--- src/fimd_pkg.sv ---
// shared types and constants for the flux interval mfm decoder
// no dependencies; imported by flux_interval_mfm_decoder_top
package fimd_pkg;

    // byte address counter width; byte_address carries its low 16 bits
    localparam int ADDR_W = 16;

    localparam int CMD_W     = 2;
    localparam int CFG_IDX_W = 2;
    localparam int LIMIT_W   = 8;
    localparam int BYTE_W    = 8;
    localparam int OUT_ADDR_W = 16;
    localparam int CNT_W     = 4;
    // assembly holds up to one byte plus one spill bit
    localparam int ASM_W     = BYTE_W + 1;

    localparam logic [LIMIT_W-1:0] RST_LIMIT_TOO_SHORT = 8'h2D;
    localparam logic [LIMIT_W-1:0] RST_LIMIT_SHORT     = 8'h4D;
    localparam logic [LIMIT_W-1:0] RST_LIMIT_MEDIUM    = 8'h6D;
    localparam logic [LIMIT_W-1:0] RST_LIMIT_LONG      = 8'h8D;

    typedef enum logic [CMD_W-1:0] {
        CMD_START  = 2'd0,
        CMD_SAMPLE = 2'd1,
        CMD_END    = 2'd2,
        CMD_NONE   = 2'd3
    } t_command;

    typedef enum logic [CFG_IDX_W-1:0] {
        CFG_LIMIT_TOO_SHORT = 2'd0,
        CFG_LIMIT_SHORT     = 2'd1,
        CFG_LIMIT_MEDIUM    = 2'd2,
        CFG_LIMIT_LONG      = 2'd3
    } t_cfg_index;

    typedef enum logic [1:0] {
        CLS_SHORT   = 2'd0,
        CLS_MEDIUM  = 2'd1,
        CLS_LONG    = 2'd2,
        CLS_INVALID = 2'd3
    } t_flux_class;

endpackage

--- src/flux_interval_mfm_decoder_top.sv ---
// flux interval mfm decoder: intervals in, packed data bytes with addresses out
// depends on fimd_pkg
//
// output: an accepted item's byte is on the output register in the cycle after it is accepted
// throughput: one item per cycle; the output register is the only stage and a
// new item is taken whenever it is empty or being drained in the same cycle
// reset: synchronous active low; clears session, bit assembly, address counter
// and output valid, loads the four limit registers with their defaults and
// holds input ready low
module flux_interval_mfm_decoder_top (
    input  logic                            i_clk,
    input  logic                            i_rst_n,
    // configuration write port
    input  logic                            i_cfg_we,
    input  logic [fimd_pkg::CFG_IDX_W-1:0]  i_cfg_index,
    input  logic [fimd_pkg::LIMIT_W-1:0]    i_cfg_data,
    // input item stream
    input  logic                            s_axis_tvalid,
    output logic                            s_axis_tready,
    input  logic [23:0]                     s_axis_tdata,  // start_address[15:0], interval[23:16]
    input  logic [fimd_pkg::CMD_W-1:0]      s_axis_tuser,  // command[1:0]
    // result item stream
    output logic                            m_axis_tvalid,
    input  logic                            m_axis_tready,
    output logic [23:0]                     m_axis_tdata,  // byte_value[7:0], byte_address[23:8]
    output logic                            m_axis_tuser   // partial_byte[0]
);
    import fimd_pkg::*;

    // threshold registers
    logic [LIMIT_W-1:0] r_limit_too_short;
    logic [LIMIT_W-1:0] r_limit_short;
    logic [LIMIT_W-1:0] r_limit_medium;
    logic [LIMIT_W-1:0] r_limit_long;

    // decoder state
    logic               r_active;
    logic               r_prev_bit;
    logic [CNT_W-1:0]   r_bit_cnt;
    logic [ASM_W-1:0]   r_asm;
    logic [ADDR_W-1:0]  r_next_addr;

    logic               n_active;
    logic               n_prev_bit;
    logic [CNT_W-1:0]   n_bit_cnt;
    logic [ASM_W-1:0]   n_asm;
    logic [ADDR_W-1:0]  n_next_addr;

    // output register
    logic                  r_out_valid;
    logic [BYTE_W-1:0]     r_out_value;
    logic [OUT_ADDR_W-1:0] r_out_addr;
    logic                  r_out_partial;

    logic                  n_emit;
    logic [BYTE_W-1:0]     n_out_value;
    logic                  n_out_partial;

    // input field unpacking
    t_command           in_cmd;
    logic [15:0]        in_start_addr;
    logic [LIMIT_W-1:0] in_interval;

    t_flux_class        flux_cls;
    logic               in_fire;

    // sample decode intermediates
    logic [1:0]         bits_added;
    logic               set_one;
    logic               one_at_next;
    logic               dec_prev;
    logic [ASM_W-1:0]   asm_set;
    logic [CNT_W-1:0]   cnt_sum;

    assign in_cmd        = t_command'(s_axis_tuser);
    assign in_start_addr = s_axis_tdata[15:0];
    assign in_interval   = s_axis_tdata[23:16];

    // take an item out of reset whenever the output register is free or drains this cycle
    assign s_axis_tready = i_rst_n && (!r_out_valid || m_axis_tready);
    assign in_fire       = s_axis_tvalid && s_axis_tready;

    // config writes; the user must issue them only while idle, the block does not enforce this
    always_ff @(posedge i_clk) begin
        if (!i_rst_n) begin
            r_limit_too_short <= RST_LIMIT_TOO_SHORT;
            r_limit_short     <= RST_LIMIT_SHORT;
            r_limit_medium    <= RST_LIMIT_MEDIUM;
            r_limit_long      <= RST_LIMIT_LONG;
        end else if (i_cfg_we) begin
            unique case (t_cfg_index'(i_cfg_index))
                CFG_LIMIT_TOO_SHORT: r_limit_too_short <= i_cfg_data;
                CFG_LIMIT_SHORT:     r_limit_short     <= i_cfg_data;
                CFG_LIMIT_MEDIUM:    r_limit_medium    <= i_cfg_data;
                CFG_LIMIT_LONG:      r_limit_long      <= i_cfg_data;
                default: ;
            endcase
        end
    end

    // interval classification, tests in fixed order so unordered limits still work
    always_comb begin
        priority if (in_interval < r_limit_too_short) flux_cls = CLS_INVALID;
        else if (in_interval < r_limit_short)         flux_cls = CLS_SHORT;
        else if (in_interval < r_limit_medium)        flux_cls = CLS_MEDIUM;
        else if (in_interval < r_limit_long)          flux_cls = CLS_LONG;
        else                                          flux_cls = CLS_INVALID;
    end

    // mfm decode keyed by previous bit and interval class
    always_comb begin
        bits_added  = 2'd1;
        set_one     = 1'b0;
        one_at_next = 1'b0;
        dec_prev    = 1'b0;
        unique case ({r_prev_bit, flux_cls})
            {1'b1, CLS_MEDIUM}: begin
                // two zeros
                bits_added = 2'd2;
            end
            {1'b1, CLS_LONG}: begin
                // zero then one
                bits_added  = 2'd2;
                set_one     = 1'b1;
                one_at_next = 1'b1;
                dec_prev    = 1'b1;
            end
            {1'b0, CLS_MEDIUM},
            {1'b1, CLS_SHORT}: begin
                // single one
                set_one  = 1'b1;
                dec_prev = 1'b1;
            end
            default: begin
                // single zero, also covers invalid intervals
                bits_added = 2'd1;
            end
        endcase

        asm_set = r_asm;
        if (set_one) begin
            // count stays below a byte here, so position fits the spill bit
            asm_set[r_bit_cnt + CNT_W'(one_at_next)] = 1'b1;
        end
        cnt_sum = r_bit_cnt + CNT_W'(bits_added);
    end

    // next state and result selection
    always_comb begin
        n_active      = r_active;
        n_prev_bit    = r_prev_bit;
        n_bit_cnt     = r_bit_cnt;
        n_asm         = r_asm;
        n_next_addr   = r_next_addr;
        n_emit        = 1'b0;
        n_out_value   = r_asm[BYTE_W-1:0];
        n_out_partial = 1'b0;

        if (in_fire) begin
            unique case (in_cmd)
                CMD_START: begin
                    // restart drops any pending bits
                    n_active    = 1'b1;
                    n_prev_bit  = 1'b0;
                    n_bit_cnt   = '0;
                    n_asm       = '0;
                    n_next_addr = ADDR_W'(in_start_addr);
                end
                CMD_SAMPLE: begin
                    if (r_active) begin
                        n_prev_bit = dec_prev;
                        if (cnt_sum >= CNT_W'(BYTE_W)) begin
                            n_emit      = 1'b1;
                            n_out_value = asm_set[BYTE_W-1:0];
                            n_bit_cnt   = cnt_sum - CNT_W'(BYTE_W);
                            n_asm       = ASM_W'(asm_set[ASM_W-1:BYTE_W]);
                            n_next_addr = r_next_addr + ADDR_W'(1);
                        end else begin
                            n_bit_cnt = cnt_sum;
                            n_asm     = asm_set;
                        end
                    end
                end
                CMD_END: begin
                    if (r_active) begin
                        if (r_bit_cnt != '0) begin
                            n_emit        = 1'b1;
                            n_out_partial = 1'b1;
                            n_next_addr   = r_next_addr + ADDR_W'(1);
                        end
                        n_active   = 1'b0;
                        n_prev_bit = 1'b0;
                        n_bit_cnt  = '0;
                        n_asm      = '0;
                    end
                end
                default: ;  // unused command code, ignored
            endcase
        end
    end

    always_ff @(posedge i_clk) begin
        if (!i_rst_n) begin
            r_active    <= 1'b0;
            r_prev_bit  <= 1'b0;
            r_bit_cnt   <= '0;
            r_asm       <= '0;
            r_next_addr <= '0;
            r_out_valid <= 1'b0;
        end else begin
            r_active    <= n_active;
            r_prev_bit  <= n_prev_bit;
            r_bit_cnt   <= n_bit_cnt;
            r_asm       <= n_asm;
            r_next_addr <= n_next_addr;
            if (n_emit) begin
                r_out_valid <= 1'b1;
            end else if (m_axis_tready) begin
                r_out_valid <= 1'b0;
            end
        end
    end

    // result payload, loaded with the address before it advances
    always_ff @(posedge i_clk) begin
        if (n_emit) begin
            r_out_value   <= n_out_value;
            r_out_addr    <= OUT_ADDR_W'(r_next_addr);
            r_out_partial <= n_out_partial;
        end
    end

    assign m_axis_tvalid = r_out_valid;
    assign m_axis_tdata  = {r_out_addr, r_out_value};
    assign m_axis_tuser  = r_out_partial;

    // pending bit count never holds a full byte between items
    a_cnt_below_byte: assert property (@(posedge i_clk) disable iff (!i_rst_n)
        r_bit_cnt < CNT_W'(BYTE_W))
        else $error("bit count reached a full byte");

    // outside a session nothing is pending
    a_idle_clean: assert property (@(posedge i_clk) disable iff (!i_rst_n)
        !r_active |-> (r_bit_cnt == '0 && r_asm == '0 && !r_prev_bit))
        else $error("pending decode state outside a session");

    // a byte is never produced while the previous one is stalled
    a_no_overwrite: assert property (@(posedge i_clk) disable iff (!i_rst_n)
        n_emit |-> !(r_out_valid && !m_axis_tready))
        else $error("result overwritten while stalled");

    // a partial byte closes the session
    a_partial_closes: assert property (@(posedge i_clk) disable iff (!i_rst_n)
        (n_emit && n_out_partial) |=> !r_active)
        else $error("session still open after flush");

endmodule
--- config.mk ---
export PLATFORM = sky130hd
export DESIGN_NAME = flux_interval_mfm_decoder_top
export DESIGN_NICKNAME = d
export VERILOG_FILES = /design/src/fimd_pkg.sv /design/src/flux_interval_mfm_decoder_top.sv
export SDC_FILE = /design/constraint.sdc
export NUM_CORES = 1
export LEC_CHECK = 0
export BUFFER_PORTS_ARGS = -buffer_cell sky130_fd_sc_hd__buf_2
export CORE_MARGIN = 3
export CORE_UTILIZATION = 58
export CTS_CLUSTER_DIAMETER = 100
export CTS_CLUSTER_SIZE = 24
export DETAILED_ROUTE_END_ITERATION = 6
export GPL_ROUTABILITY_DRIVEN = 0
export PLACE_DENSITY = 0.81
export SYNTH_ARGS = -nofsm -noshare
export SYNTH_HDL_FRONTEND = slang
export SYNTH_SLANG_ARGS = --single-unit
--- constraint.sdc ---
create_clock -name i_clk -period 4.3 [get_ports i_clk]
set_input_delay 0.86 -clock i_clk [delete_from_list [all_inputs] [get_ports i_clk]]
set_output_delay 0.86 -clock i_clk [all_outputs]
set_load 0.02 [all_outputs]
---- Word level (Yosys, flattened, before mapping) ----
Cells that the tools add are included.
word-level totals
  bits in registers ....................... 89
  bits in latches ......................... 0
  RAM bits ................................ 0
  memory bits (read-only) ................. 0
  input port bits ......................... 41
  output and inout bits ................... 27
  logic and storage cells ................. 98
  memories kept ........................... 0
cells by class
  $add $sub $neg .......................... 4
  $mul .................................... 0
  div/mod/pow operators ................... 0
  $lt $le $gt $ge ......................... 7
  equality and inequality tests ........... 13
  shift operators ......................... 0
  mux-type cells .......................... 39
  bitwise logic cells ..................... 1
  reduce and logical (&&, ||, !) cells .... 21
operators with widths
  operator                 count
  $mux W16                 4
  $pmux W16 S3             1
  $mux W9                  4
  $lt A8 B8 Y1             4
  $mux W8                  4
  $pmux W9 S3              1
  $add A16 B1 Y16 const B  1
  $mux W1                  13
  $mux W4                  3
  $pmux W4 S3              1
  $reduce_and A2 Y1        6
  $eq A3 B3 Y1 const B     3
  $or A9 B9 Y9             1
  $mux W2                  4
  $ne A2 B2 Y1 const B     4
  $eq A2 B2 Y1 const B     3
  $reduce_and A6 Y1        1
  $lt A4 B5 Y1 const B     1
  $add A4 B1 Y4            1
  $add A4 B2 Y4            1
  $demux W1 S4             1
  $eq A2 B1 Y1 const B     2
  $ge A4 B1 Y1 const B     1
  $ge A4 B4 Y1 const B     1
  other kinds (14)         19

---- Logic depth before layout (Yosys ltp) ----
  word-level depth ........................ 18
  depth in mapped cells ................... 15
  gate-level depth less buffers ........... 15

---- Worst setup path after synthesis ----
OpenSTA, ideal clock, no wires.
  path kind ............................... input to register
  start point ............................. input s_axis_tdata[22]
  end point ............................... register r_out_partial, in the netlist m_axis_tuser, enable pin
  setup time .............................. 363 ps
  arrival ................................. 3382 ps
  path slack .............................. 555 ps
  cell stages on the path ................. 13
  path through ............................ ha_1 a21o_1 a221oi_1 o21ai_1 nand2_1 nor2_1 o21a_1 ha_1 a21o_1 a32oi_2 nor2_1 o21ai_0 inv_1
on the way
  cells in the longest elaborated chain, start to end .. 14
ends and longest elaborated chain
  item                                   RTL line                              text
  start: declaration                     flux_interval_mfm_decoder_top.sv:20   input logic [23:0] s_axis_tdata,
  $lt A8 B8 Y1                           flux_interval_mfm_decoder_top.sv:106  else if (in_interval < r_limit_long) flux_cls = CLS_LONG;
  $mux W1                                flux_interval_mfm_decoder_top.sv:106
  $mux W2                                flux_interval_mfm_decoder_top.sv:105  else if (in_interval < r_limit_medium) flux_cls = CLS_MEDIUM;
  $mux W2                                flux_interval_mfm_decoder_top.sv:104  else if (in_interval < r_limit_short) flux_cls = CLS_SHORT;
  $mux W2 (*)                            flux_interval_mfm_decoder_top.sv:103  priority if (in_interval < r_limit_too_short) flux_cls = CLS_INVALID;
  $eq A3 B3 Y1                           flux_interval_mfm_decoder_top.sv:116  unique case ({r_prev_bit, flux_cls})
  $reduce_or A2 Y1 (no source line) (*)  n/a
  $mux W2 (*)                            flux_interval_mfm_decoder_top.sv:116
  $add A4 B2 Y4 (*)                      flux_interval_mfm_decoder_top.sv:145  cnt_sum = r_bit_cnt + CNT_W'(bits_added);
  $ge A4 B4 Y1 (*)                       flux_interval_mfm_decoder_top.sv:172  if (cnt_sum >= CNT_W'(BYTE_W)) begin
  $mux W1 (*)                            flux_interval_mfm_decoder_top.sv:172
  $mux W1 (*)                            flux_interval_mfm_decoder_top.sv:170  if (r_active) begin
  $pmux W1 S2 (*)                        flux_interval_mfm_decoder_top.sv:160  unique case (in_cmd)
  $mux W1 (*)                            flux_interval_mfm_decoder_top.sv:159  if (in_fire) begin
  via n_emit                             flux_interval_mfm_decoder_top.sv:55   logic n_emit;
  end signal: assignment                 flux_interval_mfm_decoder_top.sv:229  r_out_partial <= n_out_partial;
  end: declaration                       flux_interval_mfm_decoder_top.sv:53   logic r_out_partial;
The timed path passes the listed nets; every way through them passes the cells marked *.
A chain may end at the register's enable or synchronous reset.

---- Final worst setup path ----
  start point ............................. input s_axis_tdata[22]
  end point ............................... register r_next_addr[15]
on the way
  cells in the longest elaborated chain, start to end .. 12
ends and longest elaborated chain
  item                                    RTL line                              text
  $lt A8 B8 Y1                            flux_interval_mfm_decoder_top.sv:106
  $mux W1                                 flux_interval_mfm_decoder_top.sv:106
  $mux W2                                 flux_interval_mfm_decoder_top.sv:105
  $mux W2                                 flux_interval_mfm_decoder_top.sv:104
  $mux W2 (*)                             flux_interval_mfm_decoder_top.sv:103
  $eq A3 B3 Y1                            flux_interval_mfm_decoder_top.sv:116
  $reduce_or A2 Y1 (no source line) (*)   n/a
  $mux W2 (*)                             flux_interval_mfm_decoder_top.sv:116
  $add A4 B2 Y4 (*)                       flux_interval_mfm_decoder_top.sv:145
  $ge A4 B4 Y1 (*)                        flux_interval_mfm_decoder_top.sv:172
  $ne A2 B2 Y1 (no source line) (*)       n/a
  $reduce_and A6 Y1 (no source line) (*)  n/a
  end signal: assignment                  flux_interval_mfm_decoder_top.sv:215  r_next_addr <= n_next_addr;
  end: declaration                        flux_interval_mfm_decoder_top.sv:41   logic [ADDR_W-1:0] r_next_addr;
Mark *: on every way between the ends. The rest lies on a longest branch, timed or not.

==> metrics.csv <==
stage;metric;value;unit
logic_synthesis;dominant synthesized flop cell;dfxtp_1;
logic_synthesis;#FFs+latches synth;89;
power_and_ir_drop;part of the power in registers;51.5;%
layout;commonest non-fill, non-tap cells in the layout;buf_2 (67), dfxtp_1 (64), nand2_1 (63), inv_1 (40), ha_1 (36);
route;wire length per cell;15.82;um
sta;Worst-Margin Slew;0.8549;ns
critical_path;Worst EP arrival;4.20;ns
global_route;first-pass GRT wire length;18.08;mm
critical_path;element type at the critical path end;flop;
logic_synthesis;warnings from Yosys;0;
sta;final number of max-transition violations;0;
logic_synthesis;asr flop ratio synth;0;%
critical_path;cell family with most CP delay;compound AO/OA/AOI/OAI gates;
sta;Max Clock Freq;253.7;MHz
floorplan;I/O Pins;68;
critical_path;crit path kind;in -> reg;
layout;commonest non-fill, non-tap cell in the layout;buf_2;
sta;final hold vios;0;
min_path;Min-Delay Path Class;reg -> reg;
min_path;hold path start;r_next_addr[15]$_SDFFE_PN0P_;
floorplan;core area;7848;um2
power_and_ir_drop;Pwr Total;1.703;mW
critical_path;Worst path max stage delay;0.41;ns
critical_path;Slowest-stage cell, CP;a221o_2;
critical_path;CP cell instances;buf_2, ha_1, a21o_1, a221oi_1, o21ai_1, nand2_1, nor2_1, o21a_1, ha_1, a21o_1, a32oi_2, a221o_2, buf_4, a21oi_2, o221a_1;
sta;min Tclk post-route;3.941;ns
global_route;largest net degree at the start of global routing;44;
sta;Setup violations, final;0;
sta;Slew HR;42.80;%
route;Via-to-Cell Ratio;5.842;
power_and_ir_drop;P per Cell Area;314.9;nW/um2
sta;Setup TNS;0;ns
cts;TritonCTS buffer count;9;
cts;cts-stage hold buffer count;0;
global_route;gr usage total;23.21;%
cts;CTS sink cnt;89;
floorplan;die height;96.73;um
critical_path;Worst R2R Setup Slack;0.65;ns
sta;Clock Skew;0.01397;ns
global_route;vias in the first global route;3809;
layout;fin nets;649;
cts;# resized after CTS;0;
power_and_ir_drop;internal power component;1.276;mW
sta;RSZ-0062 raised after global routing;no;
logic_synthesis;Mapped Area;4775;um2
power_and_ir_drop;clock power share;37.4;%
run_status;status;complete, no violations;
logic_synthesis;Seq/Total Area, Yosys;42.56;%
cts;clock-pin slew on the worst setup and hold paths;0.10;ns
cts;CTS tree;done;
cts;Setup Fix Bufs, Post-CTS;0;
placed_design;dpl hpwl;7.858;mm
route;vias;3961;
route;total wire length;10.73;mm
critical_path;startpoint types;primary input;
critical_path;Crit Path Max Fanout;14;
power_and_ir_drop;Sw Pwr;0.4267;mW
critical_path;Req. time, crit path;4.56;ns
route;Iter 0 DRT Violations;182;
floorplan;Die W;96.73;um
logic_synthesis;Cells after Synth;509;
logic_synthesis;Synth cell types;62;
logic_synthesis;syn nets;587;
global_route;initial antenna violation count;0;
power_and_ir_drop;Switching Fraction;25.05;%
global_route;GR Overflow Total;0;
job;maxcap violations;0;
power_and_ir_drop;Leak;2.409;nW
sta;Final Cycle Share;91.65;%
route;DR DRC count;0;
critical_path;critical register-to-register path startpoint;r_limit_short[4]$_SDFFE_PN0P_;
cts;Bufs on Longest Clock Path;2;
layout;Fillers;643;
placed_design;buffers added on ports;67;
floorplan;Die ar.;9357;um2
min_path;hold path endpoint;r_out_addr[15]$_DFFE_PP_;
route;DR pass1 iterations;7;
critical_path;CP bufs+invs;2;
critical_path;reg2reg end;r_next_addr[15]$_SDFFE_PN0P_;
min_path;Worst Hold Depth;0;
cts;clk_lat worst skew;0.37;ns
critical_path;worst reg2reg path depth;15;
critical_path;WP depth;15;
layout;Layout area overhead;13.29;%
floorplan;initial core utilization;60.84;%
cts;H-tree Lvls;3;
route;Antenna Nets Post-Route;0;
layout;share of layout cells above drive strength 1;18.75;%
logic_synthesis;syn avg cell area;9.380;um2
layout;Antenna Cells;0;
cts;Clock Tree Root;clkbuf_8;
logic_synthesis;Post-synth EDFFs;25;
power_and_ir_drop;Logic pwr share;11.1;%
power_and_ir_drop;maximum vdd drop;0.2029;mV
floorplan;# rows;32;
==> registers in the layout (all words and copies together) (netlist names) <==
signal and flops:
r_next_addr 16, r_out_addr 16, r_asm 9, r_limit_long 8
r_limit_medium 8, r_limit_short 8, r_limit_too_short 8, r_out_value 8
r_bit_cnt 4, m_axis_tuser 1, m_axis_tvalid 1, r_active 1
r_prev_bit 1
==> power groups by stage <==
stage / clock network [mW] / logic, mW / registers (mW)
after CTS: 0.650 / 0.188 / 0.877
after floorplan: 0 / 0.124 / 0.894
after global routing: 0.683 / 0.210 / 0.879
after detailed placement: 0 / 0.186 / 0.897
final: 0.637 / 0.189 / 0.877
after global placement: 0 / 0.175 / 0.896
==> logic make-up after synthesis <==
group / count (synthesis) / synth area share [%]
muxes: 10 / 2.097
and+or+nand+nor: 174 / 17.98
DFF: 89 / 42.56
adders and majority gates: 37 / 9.853
xor gates and xnor gates: 3 / 0.5504
AOI/OAI and AO/OA: 131 / 21.36
buffers and inverters: 65 / 5.608
==> routing by layer <==
layer	wire length, um	vias up	track usage (%)
met5	0	-	0
li1	-	1967	-
met1	4526	1864	29.07
met2	5402	111	39.81
met4	229	0	9.071
met3	570	19	3.965
==> through the flow <==
step           hold slack (ns)  utilization, %  setup slack (ns)  instances  instance area [um2]
3_5_place_dp            0.4481           66.10           0.05161        662                 5187
6_report                0.4697           68.93            0.3590        678                 5409
4_1_cts                 0.4664           68.93            0.4252        678                 5409
3_3_place_gp            0.4370           66.10            0.2351        662                 5187
5_1_grt                 0.4938           68.93            0.2322        678                 5409
2_1_floorplan           0.4239               -            0.5548        509                 4775
==> cell usage after synthesis, types with 4 or more instances <==
library cell	count	area share [%]
dfxtp_1	64	27
nand2_1	63	5.0
inv_1	40	3.1
ha_1	36	9.4
nor2_1	31	2.4
edfxtp_1	25	16
a21oi_1	21	2.2
clkbuf_1	18	1.4
nor2b_1	18	2.4
o21ai_0	16	1.7
nand3_1	13	1.4
and3_1	11	1.4
mux2i_1	10	2.1
o211ai_1	10	1.6
a21boi_0	8	1.3
a21o_1	8	1.3
a41o_1	8	1.7
nor3_1	8	0.84
a22o_1	6	1.1
and2_1	6	0.79
a21oi_2	5	0.92
nand2b_1	5	0.66
nor4b_1	5	0.92
o221a_1	5	1.2
o22ai_1	5	0.66
a32o_1	4	0.84
a41oi_1	4	0.73
nor3b_1	4	0.63
==> worst max-delay path by stage <==
stage | start | endpoint
final | s_axis_tdata[22] | r_next_addr[15]$_SDFFE_PN0P_
after detailed placement | s_axis_tdata[22] | r_next_addr[15]$_SDFFE_PN0P_
after global placement | s_axis_tdata[22] | r_next_addr[13]$_SDFFE_PN0P_
after global routing | s_axis_tdata[22] | r_next_addr[14]$_SDFFE_PN0P_
after CTS | s_axis_tdata[22] | r_next_addr[15]$_SDFFE_PN0P_
after floorplan | s_axis_tdata[22] | m_axis_tuser$_SDFFCE_PN0P_
==> worst reg2reg max path: cells and delay by family, from the launching register on <==
kind | cells | cell delay [ns]
compound gates | 9 | 2.13
fa+ha+maj | 2 | 0.59
buf+inv | 2 | 0.28
flops | 1 | 0.35
simple gates | 2 | 0.19
==> cell type report <==
class | count | area, um2 | area share [%]
multi-input cells | 355 | 2475 | 45.76
well taps | 102 | 127.6 | 2.359
inverters | 40 | 150.1 | 2.776
repair buffers | 76 | 402.9 | 7.449
clock inverters | 6 | 93.84 | 1.735
flip-flops and latches | 89 | 2032 | 37.57
clock buffers | 10 | 127.6 | 2.359
No activity file was read; power rests on OpenSTA's default activity.
